File: src/sv/lprp_pkg.sv
// ----------------------------------------------------------------------------
// lprp_pkg: shared types and constants of the record parser
// Phase codes, error codes, byte kinds, per-step state and result bundles.
// ----------------------------------------------------------------------------
`default_nettype none

package lprp_pkg;

  // frame geometry
  localparam int unsigned   BYTE_W          = 8;
  localparam int unsigned   LEFT_W          = 26;
  localparam int unsigned   LEN_W           = 64;
  localparam logic [LEN_W-1:0] MAX_FRAME_BYTES = 64'd67108864;
  localparam logic [LEN_W-1:0] FRAME_LIMIT     = MAX_FRAME_BYTES - 64'd1;

  // varint decoding
  localparam logic [3:0]    VARINT_MAX_BYTES = 4'd10;
  localparam logic [6:0]    VARINT_BITS      = 7'd7;

  // stream widths
  localparam int unsigned   IN_TDATA_W   = 40;
  localparam int unsigned   OUT_TDATA_W  = 72;
  localparam int unsigned   OUT_TUSER_W  = 7;

  // parser phase, one-hot
  typedef enum logic [3:0] {
    PH_KEYLEN = 4'b0001,
    PH_KEY    = 4'b0010,
    PH_VALLEN = 4'b0100,
    PH_VAL    = 4'b1000
  } phase_t;

  // byte classification codes
  localparam logic [1:0] KIND_KEYLEN = 2'd0;
  localparam logic [1:0] KIND_KEY    = 2'd1;
  localparam logic [1:0] KIND_VALLEN = 2'd2;
  localparam logic [1:0] KIND_VAL    = 2'd3;

  // error codes
  typedef enum logic [2:0] {
    ERR_NONE       = 3'd0,
    ERR_OVERLONG   = 3'd1,
    ERR_PAST_FRAME = 3'd2,
    ERR_MID_RECORD = 3'd3,
    ERR_HALTED     = 3'd4
  } err_t;

  // parser state carried from byte to byte
  typedef struct packed {
    phase_t            phase;
    logic [LEN_W-1:0]  accum;
    logic [3:0]        vcount;
    logic [LEFT_W-1:0] fbl;
    logic              halted;
  } state_t;

  // one result item
  typedef struct packed {
    logic [BYTE_W-1:0] byte_out;
    logic [1:0]        byte_kind;
    logic              length_done;
    logic [LEN_W-1:0]  length_value;
    logic              field_end;
    logic              record_end;
    err_t              error_code;
  } result_t;

  // byte kind reported for a phase
  function automatic logic [1:0] kind_of(input phase_t p);
    logic [1:0] k;
    case (p)
      PH_KEYLEN: k = KIND_KEYLEN;
      PH_KEY:    k = KIND_KEY;
      PH_VALLEN: k = KIND_VALLEN;
      PH_VAL:    k = KIND_VAL;
      default:   k = KIND_KEYLEN;
    endcase
    return k;
  endfunction

endpackage

`default_nettype wire

File: src/sv/lprp_in_stage.sv
// ----------------------------------------------------------------------------
// lprp_in_stage: input register of the record parser
// Captures one byte transfer and holds it until the parse stage takes it.
// ----------------------------------------------------------------------------
`default_nettype none

module lprp_in_stage
  import lprp_pkg::*;
(
  input  wire logic                  clk,
  input  wire logic                  rst_n,
  input  wire logic                  in_tvalid,
  output logic                       in_tready,
  input  wire logic [IN_TDATA_W-1:0] in_tdata,   // data_byte, bytes_left
  input  wire logic                  advance,
  output logic                       vld,
  output logic [BYTE_W-1:0]          data_byte,
  output logic [LEFT_W-1:0]          bytes_left
);

  logic                 vld_r, vld_nxt;
  logic [BYTE_W-1:0]    byte_r;
  logic [LEFT_W-1:0]    left_r;
  logic                 take;

  // room when empty or when the held byte moves on this cycle
  assign in_tready = !vld_r || advance;
  assign take      = in_tvalid && in_tready;

  always_comb begin
    vld_nxt = vld_r;
    if (take) begin
      vld_nxt = 1'b1;
    end else if (advance) begin
      vld_nxt = 1'b0;
    end
  end

  always_ff @(posedge clk) begin
    if (!rst_n) begin
      vld_r <= 1'b0;
    end else begin
      vld_r <= vld_nxt;
    end
  end

  // payload capture
  always_ff @(posedge clk) begin
    if (take) begin
      byte_r <= in_tdata[BYTE_W-1:0];
      left_r <= in_tdata[BYTE_W+LEFT_W-1:BYTE_W];
    end
  end

  assign vld        = vld_r;
  assign data_byte  = byte_r;
  assign bytes_left = left_r;

endmodule

`default_nettype wire

File: src/sv/lprp_core.sv
// ----------------------------------------------------------------------------
// lprp_core: per-byte parse step
// Classifies one byte, decodes LEB128 lengths, tracks field bytes and flags
// errors, giving the next parser state and the result item.
// ----------------------------------------------------------------------------
`default_nettype none

module lprp_core
  import lprp_pkg::*;
(
  input  wire state_t               st,
  input  wire logic [BYTE_W-1:0]    data_byte,
  input  wire logic [LEFT_W-1:0]    bytes_left,
  output state_t                    st_nxt,
  output result_t                   res
);

  logic [6:0]        shamt;
  logic [LEN_W-1:0]  contrib;
  logic [LEN_W-1:0]  acc_new;
  logic [LEN_W-1:0]  left_ext;
  logic [LEN_W-1:0]  limit;
  logic              past_frame;
  logic              len_zero;
  logic              last_byte;
  logic              is_len;
  logic [LEFT_W-1:0] fbl_dec;

  // varint contribution of this byte at bit 7*n, upper bits dropped
  assign shamt    = 7'(st.vcount) * VARINT_BITS;
  assign contrib  = {57'd0, data_byte[6:0]} << shamt;
  assign acc_new  = st.accum | contrib;

  // frame limit and length checks
  assign left_ext   = {{(LEN_W-LEFT_W){1'b0}}, bytes_left};
  assign limit      = (left_ext < FRAME_LIMIT) ? left_ext : FRAME_LIMIT;
  assign past_frame = acc_new > limit;
  assign len_zero   = (acc_new == '0);
  assign last_byte  = (bytes_left == '0);

  assign is_len  = (st.phase == PH_KEYLEN) || (st.phase == PH_VALLEN);
  assign fbl_dec = (st.fbl != '0) ? st.fbl - LEFT_W'(1) : '0;

  // step decision
  always_comb begin
    st_nxt           = st;
    res.byte_out     = data_byte;
    res.byte_kind    = kind_of(st.phase);
    res.length_done  = 1'b0;
    res.length_value = '0;
    res.field_end    = 1'b0;
    res.record_end   = 1'b0;
    res.error_code   = ERR_NONE;

    if (st.halted) begin
      res.byte_kind  = KIND_KEYLEN;
      res.error_code = ERR_HALTED;
    end else if (is_len) begin
      if (st.vcount >= VARINT_MAX_BYTES) begin
        st_nxt.halted  = 1'b1;
        res.error_code = ERR_OVERLONG;
      end else if (data_byte[7]) begin
        // continuation byte
        st_nxt.accum = acc_new;
        if (last_byte) begin
          st_nxt.halted  = 1'b1;
          res.error_code = ERR_MID_RECORD;
        end else begin
          st_nxt.vcount = st.vcount + 4'd1;
        end
      end else begin
        // final varint byte
        st_nxt.accum  = '0;
        st_nxt.vcount = '0;
        if (past_frame) begin
          st_nxt.halted  = 1'b1;
          res.error_code = ERR_PAST_FRAME;
        end else if (len_zero) begin
          if (st.phase == PH_KEYLEN) begin
            if (last_byte) begin
              st_nxt.halted  = 1'b1;
              res.error_code = ERR_MID_RECORD;
            end else begin
              st_nxt.phase    = PH_VALLEN;
              res.length_done = 1'b1;
              res.field_end   = 1'b1;
            end
          end else begin
            st_nxt.phase    = PH_KEYLEN;
            res.length_done = 1'b1;
            res.field_end   = 1'b1;
            res.record_end  = 1'b1;
          end
        end else begin
          st_nxt.fbl       = acc_new[LEFT_W-1:0];
          st_nxt.phase     = (st.phase == PH_KEYLEN) ? PH_KEY : PH_VAL;
          res.length_done  = 1'b1;
          res.length_value = acc_new;
        end
      end
    end else begin
      // key or value payload byte
      st_nxt.fbl = fbl_dec;
      if (fbl_dec == '0) begin
        if (st.phase == PH_KEY) begin
          if (last_byte) begin
            st_nxt.halted  = 1'b1;
            res.error_code = ERR_MID_RECORD;
          end else begin
            st_nxt.phase  = PH_VALLEN;
            res.field_end = 1'b1;
          end
        end else begin
          st_nxt.phase   = PH_KEYLEN;
          res.field_end  = 1'b1;
          res.record_end = 1'b1;
        end
      end else if (last_byte) begin
        st_nxt.halted  = 1'b1;
        res.error_code = ERR_MID_RECORD;
      end
    end
  end

endmodule

`default_nettype wire

File: src/sv/length_prefixed_record_parser_unit.sv
// ----------------------------------------------------------------------------
// length_prefixed_record_parser_unit: LEB128 length-prefixed record parser
// Byte stream in, one classified result per byte out.
// ----------------------------------------------------------------------------
// The unit takes one frame byte per transfer and returns exactly one result
// per byte, in order. It sustains one byte per clock cycle while the output
// side is ready; a result passes the input register and then the result
// register before it leaves. The rate rests on the parse state update
// (varint accumulator, field byte counter and phase), done combinationally
// between the input register and the result register. in_tready follows
// out_tready combinationally when both registers are full. After any error
// the unit stays halted, answering every byte with error code 4, until reset.
// ----------------------------------------------------------------------------
`default_nettype none

module length_prefixed_record_parser_unit
  import lprp_pkg::*;
(
  input  wire logic                   clk,
  input  wire logic                   rst_n,
  input  wire logic                   in_tvalid,
  output logic                        in_tready,
  input  wire logic [IN_TDATA_W-1:0]  in_tdata,   // data_byte[7:0], bytes_left[33:8]
  output logic                        out_tvalid,
  input  wire logic                   out_tready,
  output logic [OUT_TDATA_W-1:0]      out_tdata,  // byte_out[7:0], length_value[71:8]
  output logic [OUT_TUSER_W-1:0]      out_tuser,  // byte_kind[1:0], length_done[2],
                                                  // field_end[3], error_code[6:4]
  output logic                        out_tlast   // record_end
);

  logic              in_vld;
  logic [BYTE_W-1:0] data_byte;
  logic [LEFT_W-1:0] bytes_left;
  logic              advance;
  logic              out_vld_r, out_vld_nxt;
  state_t            state_r, state_nxt;
  result_t           res;
  result_t           res_r;

  // a held byte moves when the result register is free or draining
  assign advance = in_vld && (!out_vld_r || out_tready);

  lprp_in_stage u_in_stage (
    .clk        (clk),
    .rst_n      (rst_n),
    .in_tvalid  (in_tvalid),
    .in_tready  (in_tready),
    .in_tdata   (in_tdata),
    .advance    (advance),
    .vld        (in_vld),
    .data_byte  (data_byte),
    .bytes_left (bytes_left)
  );

  lprp_core u_core (
    .st         (state_r),
    .data_byte  (data_byte),
    .bytes_left (bytes_left),
    .st_nxt     (state_nxt),
    .res        (res)
  );

  // parser state, updated once per byte
  always_ff @(posedge clk) begin
    if (!rst_n) begin
      state_r.phase  <= PH_KEYLEN;
      state_r.accum  <= '0;
      state_r.vcount <= '0;
      state_r.fbl    <= '0;
      state_r.halted <= 1'b0;
    end else if (advance) begin
      state_r <= state_nxt;
    end
  end

  // result register valid
  always_comb begin
    out_vld_nxt = out_vld_r;
    if (advance) begin
      out_vld_nxt = 1'b1;
    end else if (out_tready) begin
      out_vld_nxt = 1'b0;
    end
  end

  always_ff @(posedge clk) begin
    if (!rst_n) begin
      out_vld_r <= 1'b0;
    end else begin
      out_vld_r <= out_vld_nxt;
    end
  end

  always_ff @(posedge clk) begin
    if (advance) begin
      res_r <= res;
    end
  end

  // output packing
  assign out_tvalid = out_vld_r;
  assign out_tdata  = {res_r.length_value, res_r.byte_out};
  assign out_tuser  = {res_r.error_code, res_r.field_end, res_r.length_done,
                       res_r.byte_kind};
  assign out_tlast  = res_r.record_end;

  // halt is sticky until reset
  a_halt_sticky: assert property (@(posedge clk) disable iff (!rst_n)
    state_r.halted |=> state_r.halted)
    else $error("parser left the halted state");

  // a stalled result freezes the parser state
  a_stall_holds_state: assert property (@(posedge clk) disable iff (!rst_n)
    (out_vld_r && !out_tready) |=> $stable(state_r))
    else $error("parser state moved while the result was stalled");

  // varint byte count never passes the limit
  a_vcount_bound: assert property (@(posedge clk) disable iff (!rst_n)
    state_r.vcount <= VARINT_MAX_BYTES)
    else $error("varint byte count out of range");

  // halted results carry no length and no record mark
  a_halted_quiet: assert property (@(posedge clk) disable iff (!rst_n)
    (out_vld_r && res_r.error_code == ERR_HALTED) |->
      (res_r.length_value == '0 && !res_r.record_end && !res_r.length_done))
    else $error("halted result carries flags");

  // a length is only reported on a clean transfer
  a_done_no_error: assert property (@(posedge clk) disable iff (!rst_n)
    (out_vld_r && res_r.length_done) |-> (res_r.error_code == ERR_NONE))
    else $error("length reported together with an error");

endmodule

`default_nettype wire

File: config.mk
export PLATFORM = sky130hd
export DESIGN_NAME = length_prefixed_record_parser_unit
export DESIGN_NICKNAME = d
export VERILOG_FILES = /design/src/sv/lprp_pkg.sv /design/src/sv/lprp_in_stage.sv /design/src/sv/lprp_core.sv /design/src/sv/length_prefixed_record_parser_unit.sv
export SDC_FILE = /design/constraint.sdc
export NUM_CORES = 1
export LEC_CHECK = 0
export ABC_AREA = 1
export BUFFER_PORTS_ARGS = -buffer_cell sky130_fd_sc_hd__buf_2
export CAP_MARGIN = 20
export CORE_MARGIN = 4
export CORE_UTILIZATION = 30
export DETAILED_ROUTE_END_ITERATION = 8
export SYNTH_ARGS = -nofsm -noshare
export SYNTH_HDL_FRONTEND = slang
export SYNTH_SLANG_ARGS = --single-unit
File: constraint.sdc
create_clock -name clk -period 4.4 [get_ports clk]
set_clock_uncertainty 0.05 [all_clocks]
set_input_delay 0.44 -clock clk [delete_from_list [all_inputs] [get_ports clk]]
set_output_delay 0.44 -clock clk [all_outputs]
set_load 0.01 [all_outputs]
==> out/metrics.csv, run 1 <==
stage,metric,value,unit
synth,avgSynthCellArea,8.09,um^2
cts,hold_buffers,0,
sta,worst_pin_slew,1030,ps
sta,whs,38.5,ps
power,vdd_ir_drop_max,255,uV
sta,fin_ws,795,ps
synth,synth_flop_cell,edfxtp_1,
synth,synth.distinct_cells,34,
sta,rsz0062_at_grt,no,
synth,yosys_warnings,0,
sta,setup_viol,0,
drt,first_iter_violations,736,
synth,synth_edf_count,114,
cts,clock-sinks,215,
cts,postCtsSetupBuffers,0,
hold_path,min_path_type,input pin to flip-flop,
floorplanning,start_util,0.303,
floorplanning,core_area,34500,um^2
cts,clk_pin_slew,60,ps
sta,finalCritPeriodShare,0.819,
final_layout,antennaDiodeCount,0,
drt,viasPerCell,4.72,
grt,grt.total_usage,0.145,
critical_path,start_kind,flip-flop,
sta,slew_headroom,0.313,
sta,fin_tns_setup,0,ps
sta,finalHoldViolCount,0,
synth,synth-async-reset-ratio,0,
synth,synthCells,1290,
sta,min_period,3610,ps
cts,clockBufferDepth,3,
final_layout,drive_gt1_frac,0.131,
final_layout,final_util,0.361,
cts,cts_tree,built,
grt,grt_max_degree,82,
place,gp_congestion,0.894,
grt,gr-total-overflow,0,
cts,clock_latency,530,ps
critical_path,required,4610,ps
synth,synth-seq-area-share,0.522,
grt,antenna_found_initial,0,
critical_path,cp.arrival,3810,ps
synth,synth.cell_area,10400,um^2
sta,fmax,0.277,GHz
cts,numCtsBuffers,25,
final_layout,area_delta_synth_final,19.1,%
sta,report.final.slew_viol_count,0,
floorplanning,die_width,195,um
cts,cts_root_buffer,clkbuf_16,
drt,routed_wl,28400,um
place,pre_cts_slack,892,ps
grt,grt_pass1_vias,8565,
power,power_density,426,nW/um^2
floorplanning,num_io_pins,126,
floorplanning,num_rows,68,
synth,ys_ff_latch,215,
grt,grt_pass1_wl,45000,um
cts,h-tree-depth,1,
cts,ctsResizeCount,0,
final_layout,finalNonFillerCells,1908,
floorplanning,die_h,195,um
critical_path,crit_path_end_kind,flip-flop,
drt,antenna_left,0,
place,dp.final_hpwl,20500,um
drt,vias,9014,
critical_path,setup.worst_path.class,flip-flop to flip-flop,
outcome,outcome,completed,
place,port_buffers,119,
critical_path,crit_fanout,26,
drt,drt_first_pass_iters,5,
flow_run,cap_violations,0,
final_layout,nets,1508,
floorplanning,dieArea,37900,um^2
drt,wire_per_inst,14.9,um
drt,drc,0,
power,p_leak,0.00545,uW
place,dp.cells,1863,
## power breakdown
part | leakage, uW | switching, uW | internal, uW | total (uW)
registers | 0.00191 | 58.1 | 2220 | 2270
clock network | 0.000386 | 815 | 1170 | 1980
logic | 0.00315 | 737 | 310 | 1050
total | 0.00545 | 1610 | 3690 | 5300
## state kept, by name, indices dropped and copies added, names as in the netlist
register,count
state_r,99
u_in_stage.vld,1
out_tdata,72
out_tuser,7
u_in_stage.data_byte,8
u_in_stage.bytes_left,26
out_tlast,1
out_tvalid,1
## path summary, 6_finish.rpt
path | from | to | slack, ps | depth (start not counted)
max reg2reg | state_r[28]$_SDFFE_PN0P_ | out_tdata[29]$_SDFFCE_PP0P_ | 790 | 18
min | in_tdata[8] | u_in_stage.bytes_left[0]$_DFFE_PP_ | 40 | 1
max | state_r[28]$_SDFFE_PN0P_ | out_tdata[29]$_SDFFCE_PP0P_ | 790 | 18
min reg2reg | state_r[72]$_SDFFE_PN0P_ | state_r[72]$_SDFFE_PN0P_ | 400 | 2
## synth_stat cells (3+ instances only)
master,number,area share
nand2_1,231,0.083
nor2_1,215,0.077
inv_1,167,0.060
edfxtp_1,114,0.33
nand3_1,107,0.051
a21oi_1,106,0.051
dfxtp_1,101,0.19
o21ai_1,38,0.018
buf_2,31,0.015
ha_1,29,0.035
nand4_1,28,0.017
o22ai_1,27,0.016
o21bai_1,15,0.011
clkbuf_1,14,0.0050
o21ai_0,14,0.0067
a31oi_1,8,0.0048
inv_2,8,0.0029
xor2_1,6,0.0050
nor3_1,5,0.0024
nor2_2,4,0.0024
buf_1,3,0.0011
buf_4,3,0.0022
o31ai_1,3,0.0022
## area by class of cell
type                       instances  area [um^2]
sequential                       215         5450
inverter                         175          658
clock buffer                      35          703
timing repair buffer             133          738
multi-input combinational        885         4250
fill                            3622        22000
clock inverter                    10         80.1
tap                              455          569
## metal layers
layer	vias to the layer above	GRT usage	routed length [um]
met5	-	0	0
met4	0	0.0448	807
met3	46	0.0262	1800
met2	264	0.246	13600
met1	4174	0.188	12100
li1	4530	-	-
## per-stage QoR
step / power (uW) / cell area, um^2
after global routing: 5580 / 12400
after detailed placement: 3350 / 11700
after CTS: 5360 / 12400
after global placement: 3340 / 11700
final: 5300 / 12400
after floorplan: 3050 / 10600
## cell usage in the layout (no fill, tap or decap), drive strengths merged, types with 38 or more instances in the layout
master  synthesis  layout
dfxtp         101     101
buf            37     133
a21oi         106     106
conb            1      38
nor2          219     219
inv           175     174
o21ai          52      52
nand2         231     231
nand3         108     108
edfxtp        114     114
## worst max-delay path, stage by stage (launching register included)
cell      delay, ps
dfxtp_1         710
buf_4           360
nand3_1         150
o21ai_1         400
ha_1            210
nand2_1          40
nor2_1          110
nand4_1          90
nor2_1          120
nand3_1          90
nor2_1          130
nand2_1          70
nand2_1          60
nand2_1         120
nand2_1         130
inv_2            70
nand3b_2         70
buf_4           300
nor2_1           80
## kinds of logic (layout without fill, tap and decap cells)
group                      Yosys count  after routing  share of synthesized area
adders and majority gates           29             29                     0.0348
AOI/OAI and AO/OA                  213            213                      0.111
buffers and inverters              227            353                     0.0865
other                                1             38                   0.000359
and+or+nand+nor                    599            599                      0.241
DFF                                215            215                      0.522
xor gates and xnor gates             6              6                    0.00503
No activity file was read; power rests on OpenSTA's default activity.
==> run 2, diff against run 1 <==
clock period = 3.2 ns   (was 4.4 ns; I/O delays follow)
==> run 2 against run 1 <==
- via count up 5.5%
- die area unchanged
- global-route usage up 0.38 points
- first-iteration DRC count down 6.3%
- total power up 47%
- maximum frequency up 17%
- combinational power up 69%
- critical endpoint is now state_r[6]$_SDFFE_PN0P_
- largest cell class unchanged
- highest routed layer unchanged
==> out/metrics.csv, run 2 (same netlist as run 1, synthesis figures left out) <==
stage,metric,value,unit
outcome,outcome,completed,
sta,fmax,0.326,GHz
final_layout,largest_register_ffs,99,
cts,numCtsBuffers,25,
critical_path,rr_worst_depth,16,
sta,slew_headroom,0.472,
critical_path,slowest_delay,550,ps
cts,cts_tree,built,
cts,clk_pin_slew,60,ps
place,dp.cells,1927,
critical_path,required,3570,ps
floorplanning,dieArea,37900,um^2
final_layout,area_delta_synth_final,31.4,%
cts,clockBufferDepth,3,
hold_path,hold_path_end,out_tvalid$_SDFFE_PN0P_,
grt,grt_pass1_vias,8630,
floorplanning,num_io_pins,126,
floorplanning,die_h,195,um
drt,viasPerCell,4.70,
power,pwr-share-comb,0.227,
sta,finalCritPeriodShare,0.959,
drt,routed_wl,30500,um
power,p_leak,0.00609,uW
critical_path,r2r_setup_slack,130,ps
place,dp.final_hpwl,21400,um
power,p_clk_frac,0.371,
sta,worst_pin_slew,788,ps
critical_path,r2r-start,u_in_stage.data_byte[3]$_DFFE_PP_,
cts,clock-sinks,215,
drt,antenna_left,0,
critical_path,path_cells,"nand3_1, o21ai_1, ha_1, a21oi_1, o21ai_0, a21oi_1, nor2_1, nor2_1, nand2_1, nand2_2, nand3_1, nand2_2, nand3_4, clkbuf_16, o21ai_1, a21oi_1",
cts,cts_root_buffer,clkbuf_16,
final_layout,multi_input_area,4340,um^2
floorplanning,core_area,34500,um^2
cts,clock_latency,530,ps
grt,antenna_found_initial,0,
floorplanning,die_width,195,um
critical_path,path_depth,16,
critical_path,cp_top_family,compound AO/OA/AOI/OAI gates,
floorplanning,start_util,0.303,
critical_path,crit_fanout,6,
sta,finalHoldViolCount,0,
sta,fin_ws,131,ps
critical_path,cp.arrival,3440,ps
hold_path,min_path_type,input pin to flip-flop,
sta,min_period,3070,ps
power,power_density,567,nW/um^2
power,p_int,5450,uW
power,vdd_ir_drop_max,363,uV
power,p_sw_frac,0.299,
final_layout,finalNonFillerCells,2022,
grt,grt_pass1_wl,46000,um
flow_run,cap_violations,0,
critical_path,crit_slowest_cell,edfxtp_1,
final_layout,regArea,5450,um^2
final_layout,largest_register,state_r,
final_layout,nets,1624,
place,pre_cts_slack,89.4,ps
drt,drt_first_pass_iters,5,
critical_path,crit_path_end_kind,flip-flop,
sta,setup_viol,0,
final_layout,antennaDiodeCount,0,
drt,drc,0,
power,seqPwrFrac,0.402,
critical_path,start_kind,flip-flop,
critical_path,path_common_cell,a21oi_1,
floorplanning,num_rows,68,
drt,wire_per_inst,15.1,um
final_layout,final_cell_mix,"nand2_1 (221), nor2_1 (202), inv_1 (164)",
final_layout,drive_gt1_frac,0.195,
final_layout,nFillCells,3469,
grt,grt.total_usage,0.148,
sta,report.final.slew_viol_count,0,
drt,first_iter_violations,690,
hold_path,whs_path_depth,4,
critical_path,reg2reg_to,state_r[6]$_SDFFE_PN0P_,
critical_path,setup.worst_path.class,flip-flop to flip-flop,
grt,gr-total-overflow,0,
sta,rsz0062_at_grt,yes,
drt,vias,9512,
place,port_buffers,119,
final_layout,final_common_cell,nand2_1,
power,p_switching,2330,uW
place,gp_congestion,0.887,
critical_path,crit_buf_inv,1,
hold_path,hold_path_startpoint,out_tready,
cts,h-tree-depth,1,
grt,grt_max_degree,67,
## run 2: final cells by class
type | count | share of cell area
multi-input combinational | 885 | 0.316
clock inverter | 16 | 0.0137
inverter | 175 | 0.0488
clock buffer | 27 | 0.0461
tap | 455 | 0.0415
sequential | 215 | 0.397
timing repair buffer | 249 | 0.136
## run 2: worst max path at each step
| stage | endpoint | from | slack (ps) |
|---|---|---|---|
| 2_1_floorplan | out_tdata[14]$_SDFFCE_PP0P_ | state_r[30]$_SDFFE_PN0P_ | 470 |
| 3_5_place_dp | state_r[98]$_SDFFE_PN0P_ | state_r[27]$_SDFFE_PN0P_ | 90 |
| 6_report | state_r[6]$_SDFFE_PN0P_ | u_in_stage.data_byte[3]$_DFFE_PP_ | 130 |
| 4_1_cts | state_r[98]$_SDFFE_PN0P_ | state_r[27]$_SDFFE_PN0P_ | 70 |
| 5_1_grt | state_r[15]$_SDFFE_PN0P_ | state_r[28]$_SDFFE_PN0P_ | -30 |
| 3_3_place_gp | state_r[98]$_SDFFE_PN0P_ | state_r[27]$_SDFFE_PN0P_ | 110 |
## run 2: tightest hold or removal path, cell delays in order
cell	delay (ps)
buf_2	70
inv_1	40
nand2_1	60
a21oi_1	60
## run 2: repair_timing
item / CTS / global route
hold endpoints to repair: 35 / 0
setup endpoints to repair: 0 / 62
hold buffers: 35 / 0
setup buffers: 0 / 10
gates resized for setup: 0 / 41
## run 2: through the flow
step	power, uW	setup TNS [ps]	utilization	cell area (um^2)	hold WS (ps)
global route	8180	-367	0.398	13700	31.1
detailed placement	4840	0	0.354	12200	396
global placement	4820	0	0.354	12200	391
floorplan	4200	0	-	10600	356
CTS	7800	0	0.388	13400	7.29
finish	7780	0	0.398	13700	33.1
## run 2: layer usage
metal / part of all wire / track usage
met1: 0.42 / 0.189
met2: 0.50 / 0.264
met3: 0.057 / 0.0234
met4: 0.022 / 0.0375
met5: 0 / 0
## run 2: power groups by stage
stage	Sequential (uW)	Clock, uW	Combinational [uW]
floorplan	3180	0	1010
global placement	3180	0	1640
detailed placement	3180	0	1660
CTS	3120	2970	1700
global route	3140	3090	1950
finish	3120	2890	1770
==> run 3, diff against run 2 <==
CELL_PAD_IN_SITES_DETAIL_PLACEMENT = 0   (was not set)
CELL_PAD_IN_SITES_GLOBAL_PLACEMENT = 1   (was not set)
PLACE_DENSITY_LB_ADDON = 0.1   (was not set)
==> run 3 against run 2 <==
- sequential power is essentially flat
- worst hold slack better by 280 ps
- critical path depth unchanged
- critical path type unchanged
==> out/metrics.csv, run 3 (same netlist as run 1, synthesis figures left out) <==
stage,metric,value,unit
grt,grt.total_usage,0.168,
sta,rsz0062_at_grt,yes,
floorplanning,die_width,195,um
final_layout,drive_gt1_frac,0.209,
drt,drc,0,
cts,clockBufferDepth,3,
power,p_leak,0.00622,uW
sta,slew_headroom,0.319,
final_layout,final_cell_mix,"nand2_1 (218), nor2_1 (203), inv_1 (164)",
power,power_density,578,nW/um^2
sta,fmax,0.328,GHz
place,gp_congestion,0.834,
power,vdd_ir_drop_max,391,uV
cts,clock-sinks,215,
drt,antenna_left,0,
drt,routed_wl,34300,um
sta,worst_pin_slew,1020,ps
final_layout,nets,1639,
grt,grt_pass1_wl,51100,um
sta,finalHoldViolCount,0,
grt,antenna_found_initial,0,
floorplanning,num_io_pins,126,
place,port_buffers,119,
cts,numCtsBuffers,27,
sta,report.final.slew_viol_count,0,
cts,cts_tree,built,
place,dp.final_hpwl,23600,um
sta,setup_viol,0,
drt,vias,9402,
grt,grt_pass1_vias,9129,
floorplanning,die_h,195,um
place,placed_cell_area,12300,um^2
critical_path,crit_fanout,7,
drt,drt_first_pass_iters,5,
floorplanning,start_util,0.303,
final_layout,largest_register,state_r,
cts,clock_latency,550,ps
cts,cts_root_buffer,clkbuf_16,
grt,gr-total-overflow,0,
final_layout,final_common_cell,nand2_1,
critical_path,start_kind,flip-flop,
drt,wire_per_inst,16.8,um
power,design_power_total,8110,uW
critical_path,crit_path_end_kind,flip-flop,
drt,viasPerCell,4.60,
floorplanning,core_area,34500,um^2
drt,first_iter_violations,403,
critical_path,cp.arrival,3440,ps
critical_path,setup.worst_path.class,flip-flop to flip-flop,
final_layout,stdcell_area,14000,um^2
flow_run,cap_violations,0,
sta,min_period,3050,ps
final_layout,largest_register_ffs,99,
cts,h-tree-depth,1,
cts,clk_pin_slew,60,ps
hold_path,min_path_type,input pin to flip-flop,
floorplanning,num_rows,68,
sta,finalCritPeriodShare,0.953,
final_layout,area_delta_synth_final,34.4,%
grt,grt_max_degree,82,
critical_path,required,3590,ps
floorplanning,dieArea,37900,um^2
outcome,outcome,completed,
final_layout,antennaDiodeCount,0,
-- run 3: path summary, 6_finish.rpt --
kind / to / cells past startpoint / from / slack, ps
worst max-delay path: state_r[17]$_SDFFE_PN0P_ / 16 / u_in_stage.data_byte[4]$_DFFE_PP_ / 150
worst min-delay path: state_r[98]$_SDFFE_PN0P_ / 3 / rst_n / 310
worst max register to register: state_r[17]$_SDFFE_PN0P_ / 16 / u_in_stage.data_byte[4]$_DFFE_PP_ / 150
worst min register to register: state_r[36]$_SDFFE_PN0P_ / 2 / state_r[36]$_SDFFE_PN0P_ / 400
-- run 3: worst max-delay path, cell delays in order, from the launching register on --
cell and delay, ps:
edfxtp_1 540, nand3_1 190, o21ai_1 400, ha_1 320, nand2_1 70, o21ai_0 80, a21oi_1 140, nor2_1 60
nor2_1 100, nand2_1 70, nand2_2 100, nand3_1 90, nand2_2 100, nand3_4 160, clkbuf_16 260, o21ai_1 150
a21oi_1 50
-- run 3: through the flow --
step | instances | worst slack [ps] | hold slack [ps] | utilization | setup TNS, ps
floorplan | 1327 | 466 | 356 | - | 0
CTS | 2023 | 11.6 | 259 | 0.393 | 0
global route | 2042 | -14.2 | 339 | 0.407 | -184
detailed placement | 1937 | 57.3 | 395 | 0.356 | 0
global placement | 1937 | 41.5 | 390 | 0.356 | 0
finish | 2042 | 149 | 310 | 0.407 | 0
-- run 3: layout make-up --
class                   count  area (um^2)
repair buffers            262         2030
inverters                 175          669
well taps                 455          569
flip-flops and latches    215         5460
multi-input cells         885         4420
fillers                  3630        20400
clock buffers              30          687
clock inverters            20          201
-- run 3: repair_timing --
action,in CTS,in global routing
setup buffers,0,8
hold endpoints to repair,36,0
gates resized for setup,0,58
hold buffers,36,0
setup endpoints to repair,0,61
-- run 3: routing by layer --
layer | GRT usage | part of all wire
met1 | 0.227 | 0.45
met2 | 0.288 | 0.50
met3 | 0.0224 | 0.032
met4 | 0.0398 | 0.017
met5 | 0 | 0
-- run 3: where the power goes --
part	switching [uW]	internal, uW
Combinational	1180	737
Sequential	80.3	3040
Clock	1200	1860
